===== src/hdl/epcal_pkg.sv =====
// ----------------------------------------------------------------------------
// Epoch-to-calendar shared definitions
// Constants for the reciprocal divisions, calendar bases and the table of
// cumulative month lengths used by the conversion pipeline.
// ----------------------------------------------------------------------------
package epcal_pkg;

    // Seconds per day is 2^7 * 675: the low seven bits split off by a shift,
    // the rest is divided by 675 with a reciprocal that rounds down.
    localparam int          DAY_LO_BITS    = 7;
    localparam logic [24:0] DAY_RECIP      = 25'd25451658;  // floor(2^34 / 675)
    localparam int          DAY_SHIFT      = 34;
    localparam logic [9:0]  DAY_HI_DIV     = 10'd675;

    // Four-year cycles of 1461 days.
    localparam logic [13:0] CYC_RECIP      = 14'd11483;     // floor(2^24 / 1461)
    localparam int          CYC_SHIFT      = 24;
    localparam logic [10:0] DAYS_PER_CYCLE = 11'd1461;

    // Day of week; day zero was a Thursday.
    localparam logic [15:0] WK_RECIP       = 16'd37449;     // floor(2^18 / 7)
    localparam int          WK_SHIFT       = 18;
    localparam logic [2:0]  DAYS_PER_WEEK  = 3'd7;
    localparam logic [14:0] WK_OFFSET      = 15'd4;

    // Time of day.
    localparam logic [10:0] HR_RECIP       = 11'd1165;      // floor(2^22 / 3600)
    localparam int          HR_SHIFT       = 22;
    localparam logic [11:0] SECS_PER_HOUR  = 12'd3600;
    localparam logic [10:0] MIN_RECIP      = 11'd1092;      // floor(2^16 / 60)
    localparam int          MIN_SHIFT      = 16;
    localparam logic [5:0]  SECS_PER_MIN   = 6'd60;

    // Calendar bases.
    localparam logic [10:0] BASE_YEAR      = 11'd1970;
    localparam logic [8:0]  LEAP_DAY_INDEX = 9'd59;
    localparam logic [10:0] YEAR1_START    = 11'd365;
    localparam logic [10:0] YEAR2_START    = 11'd730;
    localparam logic [10:0] YEAR3_START    = 11'd1096;
    localparam logic [1:0]  LEAP_YEAR_IDX  = 2'd2;
    localparam logic [3:0]  MONTH_FEB      = 4'd1;
    localparam logic [3:0]  MONTH_DEC      = 4'd11;
    localparam logic [4:0]  FEB_LAST_DAY   = 5'd28;
    localparam int          MONTHS         = 12;

    // Day of a common year on which each month starts; entry 12 ends the year.
    function automatic logic [8:0] month_start(input logic [3:0] idx);
        logic [8:0] val;
        begin
            case (idx)
                4'd0:    val = 9'd0;
                4'd1:    val = 9'd31;
                4'd2:    val = 9'd59;
                4'd3:    val = 9'd90;
                4'd4:    val = 9'd120;
                4'd5:    val = 9'd151;
                4'd6:    val = 9'd181;
                4'd7:    val = 9'd212;
                4'd8:    val = 9'd243;
                4'd9:    val = 9'd273;
                4'd10:   val = 9'd304;
                4'd11:   val = 9'd334;
                4'd12:   val = 9'd365;
                default: val = 9'd365;
            endcase
            return val;
        end
    endfunction

endpackage


===== src/hdl/epoch_seconds_to_calendar_core.sv =====
// ----------------------------------------------------------------------------
// Epoch seconds to calendar converter
// Eight-stage pipeline that splits a signed 32-bit second count since
// 1970-01-01 00:00:00 into year, month, day, weekday, day of year and time.
// ----------------------------------------------------------------------------
// Usage:
//   A word enters on the time channel (time_valid, time_stall, epoch_seconds)
//   and its calendar breakdown leaves on the cal channel (cal_valid,
//   cal_stall and the result fields). A word is taken at a clock edge where
//   valid is high and stall is low.
//   The result fields are registered in the last stage, whose valid bit is
//   cal_valid. One word can be taken in every cycle while the receiver does
//   not stall; on any one path a stage holds at most one multiplication by
//   a constant reciprocal or one subtract-and-correct step; that sets depth.
//   Each stage has its own valid bit and moves whenever the stage after it
//   can take its word, so bubbles close up. When the receiver stalls, the
//   last stage holds its word, the stages behind it fill, and time_stall
//   rises only once every stage holds a word. Nothing is lost or repeated.
//   A negative input gives all-zero fields with negative_input set.
//   Reset empties every stage; the payload registers are not cleared.
//   Years are exact through the end of the 32-bit range in 2038.
// ----------------------------------------------------------------------------
module epoch_seconds_to_calendar_core
(
    input  logic               clk,
    input  logic               rst_n,
    input  logic               time_valid,
    output logic               time_stall,
    input  logic signed [31:0] epoch_seconds,
    output logic               cal_valid,
    input  logic               cal_stall,
    output logic        [10:0] year,
    output logic        [3:0]  month,
    output logic        [4:0]  day_of_month,
    output logic        [2:0]  weekday,
    output logic        [8:0]  day_of_year,
    output logic        [4:0]  hour,
    output logic        [5:0]  minute,
    output logic        [5:0]  second,
    output logic               negative_input
);
    import epcal_pkg::*;

    // ------------------------------------------------------------------
    // Stage valid bits and enables
    // ------------------------------------------------------------------
    logic [8:1] valid_reg;
    logic [8:1] en;

    // A stage loads when it is empty or its word moves on.
    always_comb
    begin
        en[8] = !valid_reg[8] || !cal_stall;
        for (int k = 7; k >= 1; k--)
        begin
            en[k] = !valid_reg[k] || en[k + 1];
        end
    end

    assign time_stall = !en[1];
    assign cal_valid  = valid_reg[8];

    always_ff @(posedge clk or negedge rst_n)
    begin
        if (!rst_n)
        begin
            valid_reg <= '0;
        end
        else
        begin
            if (en[1])
            begin
                valid_reg[1] <= time_valid;
            end
            for (int k = 2; k <= 8; k++)
            begin
                if (en[k])
                begin
                    valid_reg[k] <= valid_reg[k - 1];
                end
            end
        end
    end

    // ------------------------------------------------------------------
    // Stage 1: split off the low seven bits of the second count.
    // ------------------------------------------------------------------
    logic [23:0] s1_hi_reg;
    logic [6:0]  s1_lo_reg;
    logic        s1_neg_reg;

    always_ff @(posedge clk)
    begin
        if (en[1])
        begin
            s1_hi_reg  <= epoch_seconds[30:DAY_LO_BITS];
            s1_lo_reg  <= epoch_seconds[DAY_LO_BITS-1:0];
            s1_neg_reg <= epoch_seconds[31];
        end
    end

    // ------------------------------------------------------------------
    // Stage 2: estimate whole days by the reciprocal of 675.
    // ------------------------------------------------------------------
    logic [48:0] s2_prod;
    logic [14:0] s2_days_est_next;
    logic [14:0] s2_days_est_reg;
    logic [23:0] s2_hi_reg;
    logic [6:0]  s2_lo_reg;
    logic        s2_neg_reg;

    always_comb
    begin
        s2_prod          = 49'(s1_hi_reg) * 49'(DAY_RECIP);
        s2_days_est_next = s2_prod[48:DAY_SHIFT];
    end

    always_ff @(posedge clk)
    begin
        if (en[2])
        begin
            s2_days_est_reg <= s2_days_est_next;
            s2_hi_reg       <= s1_hi_reg;
            s2_lo_reg       <= s1_lo_reg;
            s2_neg_reg      <= s1_neg_reg;
        end
    end

    // ------------------------------------------------------------------
    // Stage 3: correct the day estimate and form the second of the day.
    // ------------------------------------------------------------------
    logic [23:0] s3_rem;
    logic        s3_fix;
    logic [14:0] s3_days_next;
    logic [16:0] s3_secs_next;
    logic [9:0]  s3_rem_fixed;
    logic [14:0] s3_days_reg;
    logic [16:0] s3_secs_reg;
    logic        s3_neg_reg;

    always_comb
    begin
        s3_rem       = s2_hi_reg - 24'(s2_days_est_reg) * 24'(DAY_HI_DIV);
        s3_fix       = (s3_rem >= 24'(DAY_HI_DIV));
        s3_days_next = s2_days_est_reg + 15'(s3_fix);
        s3_rem_fixed = s3_fix ? 10'(s3_rem - 24'(DAY_HI_DIV)) : s3_rem[9:0];
        s3_secs_next = {s3_rem_fixed, s2_lo_reg};
    end

    always_ff @(posedge clk)
    begin
        if (en[3])
        begin
            s3_days_reg <= s3_days_next;
            s3_secs_reg <= s3_secs_next;
            s3_neg_reg  <= s2_neg_reg;
        end
    end

    // ------------------------------------------------------------------
    // Stage 4: estimate cycles, weeks and hours in parallel.
    // ------------------------------------------------------------------
    logic [28:0] s4_cyc_prod;
    logic [14:0] s4_wk_n_next;
    logic [29:0] s4_wk_prod;
    logic [26:0] s4_hr_prod;
    logic [4:0]  s4_cyc_est_reg;
    logic [11:0] s4_wk_est_reg;
    logic [4:0]  s4_hr_est_reg;
    logic [14:0] s4_days_reg;
    logic [14:0] s4_wk_n_reg;
    logic [16:0] s4_secs_reg;
    logic        s4_neg_reg;

    always_comb
    begin
        s4_cyc_prod  = 29'(s3_days_reg) * 29'(CYC_RECIP);
        s4_wk_n_next = s3_days_reg + WK_OFFSET;
        s4_wk_prod   = 30'(s4_wk_n_next) * 30'(WK_RECIP);
        s4_hr_prod   = 27'(s3_secs_reg) * 27'(HR_RECIP);
    end

    always_ff @(posedge clk)
    begin
        if (en[4])
        begin
            s4_cyc_est_reg <= s4_cyc_prod[28:CYC_SHIFT];
            s4_wk_est_reg  <= s4_wk_prod[29:WK_SHIFT];
            s4_hr_est_reg  <= s4_hr_prod[26:HR_SHIFT];
            s4_days_reg    <= s3_days_reg;
            s4_wk_n_reg    <= s4_wk_n_next;
            s4_secs_reg    <= s3_secs_reg;
            s4_neg_reg     <= s3_neg_reg;
        end
    end

    // ------------------------------------------------------------------
    // Stage 5: correct the estimates; remainders give day in cycle,
    // weekday and second within the hour.
    // ------------------------------------------------------------------
    logic [14:0] s5_ic_rem;
    logic        s5_ic_fix;
    logic [14:0] s5_wk_rem;
    logic        s5_wk_fix;
    logic [16:0] s5_hr_rem;
    logic        s5_hr_fix;
    logic [4:0]  s5_cycles_next;
    logic [10:0] s5_in_cycle_next;
    logic [2:0]  s5_weekday_next;
    logic [4:0]  s5_hour_next;
    logic [11:0] s5_sih_next;
    logic [4:0]  s5_cycles_reg;
    logic [10:0] s5_in_cycle_reg;
    logic [2:0]  s5_weekday_reg;
    logic [4:0]  s5_hour_reg;
    logic [11:0] s5_sih_reg;
    logic        s5_neg_reg;

    always_comb
    begin
        s5_ic_rem = s4_days_reg - 15'(s4_cyc_est_reg) * 15'(DAYS_PER_CYCLE);
        s5_ic_fix = (s5_ic_rem >= 15'(DAYS_PER_CYCLE));
        s5_cycles_next   = s4_cyc_est_reg + 5'(s5_ic_fix);
        s5_in_cycle_next = s5_ic_fix ? 11'(s5_ic_rem - 15'(DAYS_PER_CYCLE))
                                     : s5_ic_rem[10:0];

        s5_wk_rem = s4_wk_n_reg - 15'(s4_wk_est_reg) * 15'(DAYS_PER_WEEK);
        s5_wk_fix = (s5_wk_rem >= 15'(DAYS_PER_WEEK));
        s5_weekday_next = s5_wk_fix ? 3'(s5_wk_rem - 15'(DAYS_PER_WEEK))
                                    : s5_wk_rem[2:0];

        s5_hr_rem = s4_secs_reg - 17'(s4_hr_est_reg) * 17'(SECS_PER_HOUR);
        s5_hr_fix = (s5_hr_rem >= 17'(SECS_PER_HOUR));
        s5_hour_next = s4_hr_est_reg + 5'(s5_hr_fix);
        s5_sih_next  = s5_hr_fix ? 12'(s5_hr_rem - 17'(SECS_PER_HOUR))
                                 : s5_hr_rem[11:0];
    end

    always_ff @(posedge clk)
    begin
        if (en[5])
        begin
            s5_cycles_reg   <= s5_cycles_next;
            s5_in_cycle_reg <= s5_in_cycle_next;
            s5_weekday_reg  <= s5_weekday_next;
            s5_hour_reg     <= s5_hour_next;
            s5_sih_reg      <= s5_sih_next;
            s5_neg_reg      <= s4_neg_reg;
        end
    end

    // ------------------------------------------------------------------
    // Stage 6: find the year within the cycle and estimate minutes.
    // ------------------------------------------------------------------
    logic [1:0]  s6_yidx_next;
    logic [10:0] s6_doy_wide;
    logic [21:0] s6_min_prod;
    logic [1:0]  s6_yidx_reg;
    logic [8:0]  s6_doy_reg;
    logic [5:0]  s6_min_est_reg;
    logic [4:0]  s6_cycles_reg;
    logic [2:0]  s6_weekday_reg;
    logic [4:0]  s6_hour_reg;
    logic [11:0] s6_sih_reg;
    logic        s6_neg_reg;

    always_comb
    begin
        if (s5_in_cycle_reg < YEAR1_START)
        begin
            s6_yidx_next = 2'd0;
            s6_doy_wide  = s5_in_cycle_reg;
        end
        else if (s5_in_cycle_reg < YEAR2_START)
        begin
            s6_yidx_next = 2'd1;
            s6_doy_wide  = s5_in_cycle_reg - YEAR1_START;
        end
        else if (s5_in_cycle_reg < YEAR3_START)
        begin
            s6_yidx_next = 2'd2;
            s6_doy_wide  = s5_in_cycle_reg - YEAR2_START;
        end
        else
        begin
            s6_yidx_next = 2'd3;
            s6_doy_wide  = s5_in_cycle_reg - YEAR3_START;
        end
        s6_min_prod = 22'(s5_sih_reg) * 22'(MIN_RECIP);
    end

    always_ff @(posedge clk)
    begin
        if (en[6])
        begin
            s6_yidx_reg    <= s6_yidx_next;
            s6_doy_reg     <= s6_doy_wide[8:0];
            s6_min_est_reg <= s6_min_prod[21:MIN_SHIFT];
            s6_cycles_reg  <= s5_cycles_reg;
            s6_weekday_reg <= s5_weekday_reg;
            s6_hour_reg    <= s5_hour_reg;
            s6_sih_reg     <= s5_sih_reg;
            s6_neg_reg     <= s5_neg_reg;
        end
    end

    // ------------------------------------------------------------------
    // Stage 7: form the year and leap flags, finish minute and second.
    // The leap year is third in each cycle; within the covered range the
    // only century year, 2000, is a multiple of 400 and so stays leap.
    // ------------------------------------------------------------------
    logic        s7_leap;
    logic [10:0] s7_year_next;
    logic        s7_leap_day_next;
    logic [8:0]  s7_nl_next;
    logic [11:0] s7_min_rem;
    logic        s7_min_fix;
    logic [5:0]  s7_minute_next;
    logic [5:0]  s7_second_next;
    logic [10:0] s7_year_reg;
    logic        s7_leap_day_reg;
    logic [8:0]  s7_nl_reg;
    logic [8:0]  s7_doy_reg;
    logic [2:0]  s7_weekday_reg;
    logic [4:0]  s7_hour_reg;
    logic [5:0]  s7_minute_reg;
    logic [5:0]  s7_second_reg;
    logic        s7_neg_reg;

    always_comb
    begin
        s7_year_next     = BASE_YEAR + 11'({s6_cycles_reg, s6_yidx_reg});
        s7_leap          = (s6_yidx_reg == LEAP_YEAR_IDX);
        s7_leap_day_next = s7_leap && (s6_doy_reg == LEAP_DAY_INDEX);
        s7_nl_next       = s6_doy_reg
                           - 9'(s7_leap && (s6_doy_reg > LEAP_DAY_INDEX));

        s7_min_rem = s6_sih_reg - 12'(s6_min_est_reg) * 12'(SECS_PER_MIN);
        s7_min_fix = (s7_min_rem >= 12'(SECS_PER_MIN));
        s7_minute_next = s6_min_est_reg + 6'(s7_min_fix);
        s7_second_next = s7_min_fix ? 6'(s7_min_rem - 12'(SECS_PER_MIN))
                                    : s7_min_rem[5:0];
    end

    always_ff @(posedge clk)
    begin
        if (en[7])
        begin
            s7_year_reg     <= s7_year_next;
            s7_leap_day_reg <= s7_leap_day_next;
            s7_nl_reg       <= s7_nl_next;
            s7_doy_reg      <= s6_doy_reg;
            s7_weekday_reg  <= s6_weekday_reg;
            s7_hour_reg     <= s6_hour_reg;
            s7_minute_reg   <= s7_minute_next;
            s7_second_reg   <= s7_second_next;
            s7_neg_reg      <= s6_neg_reg;
        end
    end

    // ------------------------------------------------------------------
    // Stage 8: look up the month and day, zero everything for a negative
    // input, and hold the result word for the receiver.
    // ------------------------------------------------------------------
    logic [3:0]  s8_month;
    logic [8:0]  s8_mday_wide;
    logic [4:0]  s8_mday;
    logic [10:0] year_reg;
    logic [3:0]  month_reg;
    logic [4:0]  day_of_month_reg;
    logic [2:0]  weekday_reg;
    logic [8:0]  day_of_year_reg;
    logic [4:0]  hour_reg;
    logic [5:0]  minute_reg;
    logic [5:0]  second_reg;
    logic        negative_input_reg;

    always_comb
    begin
        // First month whose end lies beyond the adjusted day.
        s8_month = MONTH_DEC;
        for (int i = MONTHS - 1; i >= 0; i--)
        begin
            if (s7_nl_reg < month_start(4'(i + 1)))
            begin
                s8_month = 4'(i);
            end
        end
        s8_mday_wide = s7_nl_reg - month_start(s8_month);
        s8_mday      = s8_mday_wide[4:0];

        // The 29th of February stands outside the common-year table.
        if (s7_leap_day_reg)
        begin
            s8_month = MONTH_FEB;
            s8_mday  = FEB_LAST_DAY;
        end
    end

    always_ff @(posedge clk)
    begin
        if (en[8])
        begin
            if (s7_neg_reg)
            begin
                year_reg         <= '0;
                month_reg        <= '0;
                day_of_month_reg <= '0;
                weekday_reg      <= '0;
                day_of_year_reg  <= '0;
                hour_reg         <= '0;
                minute_reg       <= '0;
                second_reg       <= '0;
            end
            else
            begin
                year_reg         <= s7_year_reg;
                month_reg        <= s8_month;
                day_of_month_reg <= s8_mday;
                weekday_reg      <= s7_weekday_reg;
                day_of_year_reg  <= s7_doy_reg;
                hour_reg         <= s7_hour_reg;
                minute_reg       <= s7_minute_reg;
                second_reg       <= s7_second_reg;
            end
            negative_input_reg <= s7_neg_reg;
        end
    end

    assign year           = year_reg;
    assign month          = month_reg;
    assign day_of_month   = day_of_month_reg;
    assign weekday        = weekday_reg;
    assign day_of_year    = day_of_year_reg;
    assign hour           = hour_reg;
    assign minute         = minute_reg;
    assign second         = second_reg;
    assign negative_input = negative_input_reg;

endmodule

===== config.mk =====
export PLATFORM = sky130hd
export DESIGN_NAME = epoch_seconds_to_calendar_core
export DESIGN_NICKNAME = d
export VERILOG_FILES = /design/src/hdl/epcal_pkg.sv /design/src/hdl/epoch_seconds_to_calendar_core.sv
export SDC_FILE = /design/constraint.sdc
export NUM_CORES = 2
export LEC_CHECK = 0
export ABC_CLOCK_PERIOD_IN_PS = 10950
export BUFFER_PORTS_ARGS = -buffer_cell sky130_fd_sc_hd__buf_2
export CELL_PAD_IN_SITES_DETAIL_PLACEMENT = 0
export CELL_PAD_IN_SITES_GLOBAL_PLACEMENT = 1
export CORE_UTILIZATION = 40
export CTS_BUF_LIST = sky130_fd_sc_hd__clkbuf_16
export CTS_CLUSTER_DIAMETER = 120
export DETAILED_ROUTE_END_ITERATION = 10
export PLACE_DENSITY = 0.65
export SLEW_MARGIN = 20
export SYNTH_ARGS = -nofsm -noshare
export SYNTH_HDL_FRONTEND = slang
export SYNTH_SLANG_ARGS = --single-unit

===== constraint.sdc =====
create_clock -name clk -period 10.95 [get_ports clk]
set_clock_uncertainty 0.15 [all_clocks]
set_input_delay 0.5475 -clock clk [delete_from_list [all_inputs] [get_ports clk]]
set_output_delay 0.5475 -clock clk [all_outputs]
set_load 0.02 [all_outputs]

==> results.yml <==
global_route:
  grt_pass1_vias: 25920
  busiest_layer: "met2"
  grt_use_met1_pct: 21.30
  grt_start_max_net_pins: 70
  antenna_found_initial: 1
  track_usage_pct: 16.29
  grt_overflow_total: 0
  grt_use_met2_pct: 28.80
  met3_usage_pct: 1.821
  grt_pass1_wl_mm: 133.2
worst_setup_path:
  path_cells: "fa_1, ha_1, inv_1, fa_1, inv_1, fa_1, fa_1, fa_1, fa_1, ha_1, and4_1, o21ai_0, a31oi_1, o211ai_1, a21oi_1, o211ai_1, o21ai_0, a21oi_1, o21ai_0, xnor2_1"
  cp_common_cell: "fa_1"
  endpoint_kind: "flop"
  crit_fanout: 11
  cp_top_family: "adder cells"
  critPathRequiredTime_ns: 11.12
  max_stage_delay_ns: 0.69
  critPathBufInv: 2
  worst_path_max_delay_cell: "edfxtp_1"
  worstPathArrival_ns: 7.41
  critPathKind: "reg -> reg"
  worst_setup_path_start_kind: "flop"
logic_synthesis:
  yosys.area_share.adder_pct: 46.74
  ys_types: 80
  synth_xor_xnor_area_share_pct: 4.412
  synth-seq-cells: 365
  synth_nets: 4836
  synth_mux_area_share_pct: 0.2164
  synth_ff_type: "edfxtp_1"
  synth_top_family_by_area: "adder cells"
  syn_area_um2: 39900
  yosys.area.top_type: "ha_1"
  syn_inst: 3544
  synth-edff-count: 357
  ys_async_sr_fraction_pct: 2.192
  yosysMostFrequentCell: "ha_1"
  synth_top_cell_area_share_pct: 27.12
  synthTopCellsByArea: "ha_1, edfxtp_1, fa_1, inv_1, xnor2_1"
  avgSynthCellArea_um2: 11.26
  synth.yosys.seq_area_share_pct: 27.37
  synthSimpleGateAreaFrac_pct: 6.516
  synth-compound-area-share_pct: 7.679
  yosys_warnings: 0
  synth_common_cells: "ha_1, inv_1, fa_1"
floorplan:
  dieHeight_um: 317.8
  pin_count: 88
  fp.dieW_um: 317.8
  initial_utilization_pct: 40.48
  row_count: 115
  die_area_um2: 101000
  core_um2: 98560
worst_hold_path:
  hold_path_class: "in -> async"
cts:
  cts.sinks: 365
  cts_buffer_depth: 3
  tritoncts: "done"
  clk-insertion-delay-late_ns: 0.60
  cts_setup_buffers: 0
  cts_max_level: 2
  numCtsBuffers: 45
  holdBufCountCts: 34
  ctsResizeCount: 0
  cts_root_buf: "clkbuf_16"
  clk_pin_slew_ns: 0.06
final_layout:
  syn2layout_area_growth_pct: 9.513
  fin_nets: 4988
  drive_above_1_share_pct: 5.417
  antenna_cells: 0
route:
  vias: 24240
  ant_nets: 0
  vias_per_cell: 4.832
  dr.pass1.iters: 5
  detail_route.wl_per_cell_um: 15.79
  drt_iter0_drc: 960
  drt_wl_total_mm: 79.20
  drc: 0
place:
  io_buffers: 87
  routabilityCongestion: 0.8163
  dpl.hpwl_mm: 64.75
timing:
  period_share_pct: 66.14
  worstMarginPinSlew_ns: 1.062
  relSlewSlack_pct: 29.20
  setup_viol: 0
  fmax_mhz: 138.1
  hold_viol_final: 0
  setup_tns_ns: 0
  maxSlewViolCount: 0
  rsz0062_at_grt: "false"
  post-route-min-period_ns: 7.242
run:
  drv_cap: 0
run_status:
  status: "complete, no violations"
[final cells by class]
class / instances / area (µm²)
flip-flops and latches: 365 / 10920
repair buffers: 129 / 835.8
clock inverters: 34 / 277.8
inverters: 724 / 2718
well taps: 1287 / 1610
multi-input cells: 2431 / 26190
clock buffers: 46 / 1151
fillers: 9275 / 54860
[cells by family after synthesis]
logic type                 count (synthesis)
AOI/OAI and AO/OA                        457
muxes                                      8
DFF                                      365
buffers and inverters                    748
and+or+nand+nor                          509
adders and majority gates               1256
xor gates and xnor gates                 201
[stage by stage]
step	hold slack, ns	cell area, µm²	worst slack, ns	util, %	instances
floorplan	0.1019	39900	4.559	-	3544
global placement	0.2510	41930	3.825	42.54	4902
detailed placement	0.2554	41930	3.669	42.54	4902
CTS	0.1617	43690	3.618	44.33	5016
global route	0.1890	43700	3.324	44.34	5016
finish	0.1987	43700	3.708	44.34	5016
[routing by layer]
layer / vias to the layer above / wire, µm / part of all wire, %
met1: 11550 / 37110 / 47
met2: 230 / 38750 / 49
met3: 81 / 1844 / 2.3
met5: - / 13 / 0.016
met4: 2 / 1478 / 1.9
li1: 12370 / - / -
[placed cells by master (no fill, tap or decap), types with 8 or more instances in the layout]
master,instances
a211oi_1,17
a21o_1,50
a21oi_1,126
a31oi_1,18
and2_1,8
and3_1,22
buf_2,87
buf_4,8
clkbuf_16,46
clkinv_2,9
dfrtp_1,8
dlygate4sd3_1,34
edfxtp_1,357
fa_1,391
ha_1,865
inv_1,730
nand2_1,108
nand2b_1,33
nand3_1,43
nand4_1,28
nor2_1,104
nor2b_1,62
nor3_1,39
nor3b_1,9
nor4_1,12
o211ai_1,17
o21a_1,28
o21ai_0,80
o21ai_1,9
o21bai_1,17
o31ai_1,8
or2_2,8
or3_1,9
xnor2_1,137
xor2_1,64
[final timing paths]
| path | startpoint | to | slack [ns] | depth (start not counted) |
|---|---|---|---|---|
| max in group asynchronous | rst_n | valid_reg[3]$_DFFE_PN0P_ | 10.26 | 2 |
| min in group clk | s5_weekday_reg[2]$_DFFE_PP_ | s6_weekday_reg[2]$_DFFE_PP_ | 0.26 | 0 |
| setup reg to reg | s1_hi_reg[11]$_DFFE_PN_ | s2_days_est_reg[13]$_DFFE_PP_ | 3.71 | 20 |
| setup / recovery | s1_hi_reg[11]$_DFFE_PN_ | s2_days_est_reg[13]$_DFFE_PP_ | 3.71 | 20 |
| hold / removal | rst_n | valid_reg[8]$_DFFE_PN0P_ | 0.20 | 2 |
| hold reg to reg | s5_weekday_reg[2]$_DFFE_PP_ | s6_weekday_reg[2]$_DFFE_PP_ | 0.26 | 0 |
Power is not shown: default switching activity piles up to over one toggle a cycle in this logic, so the estimate is an artifact.
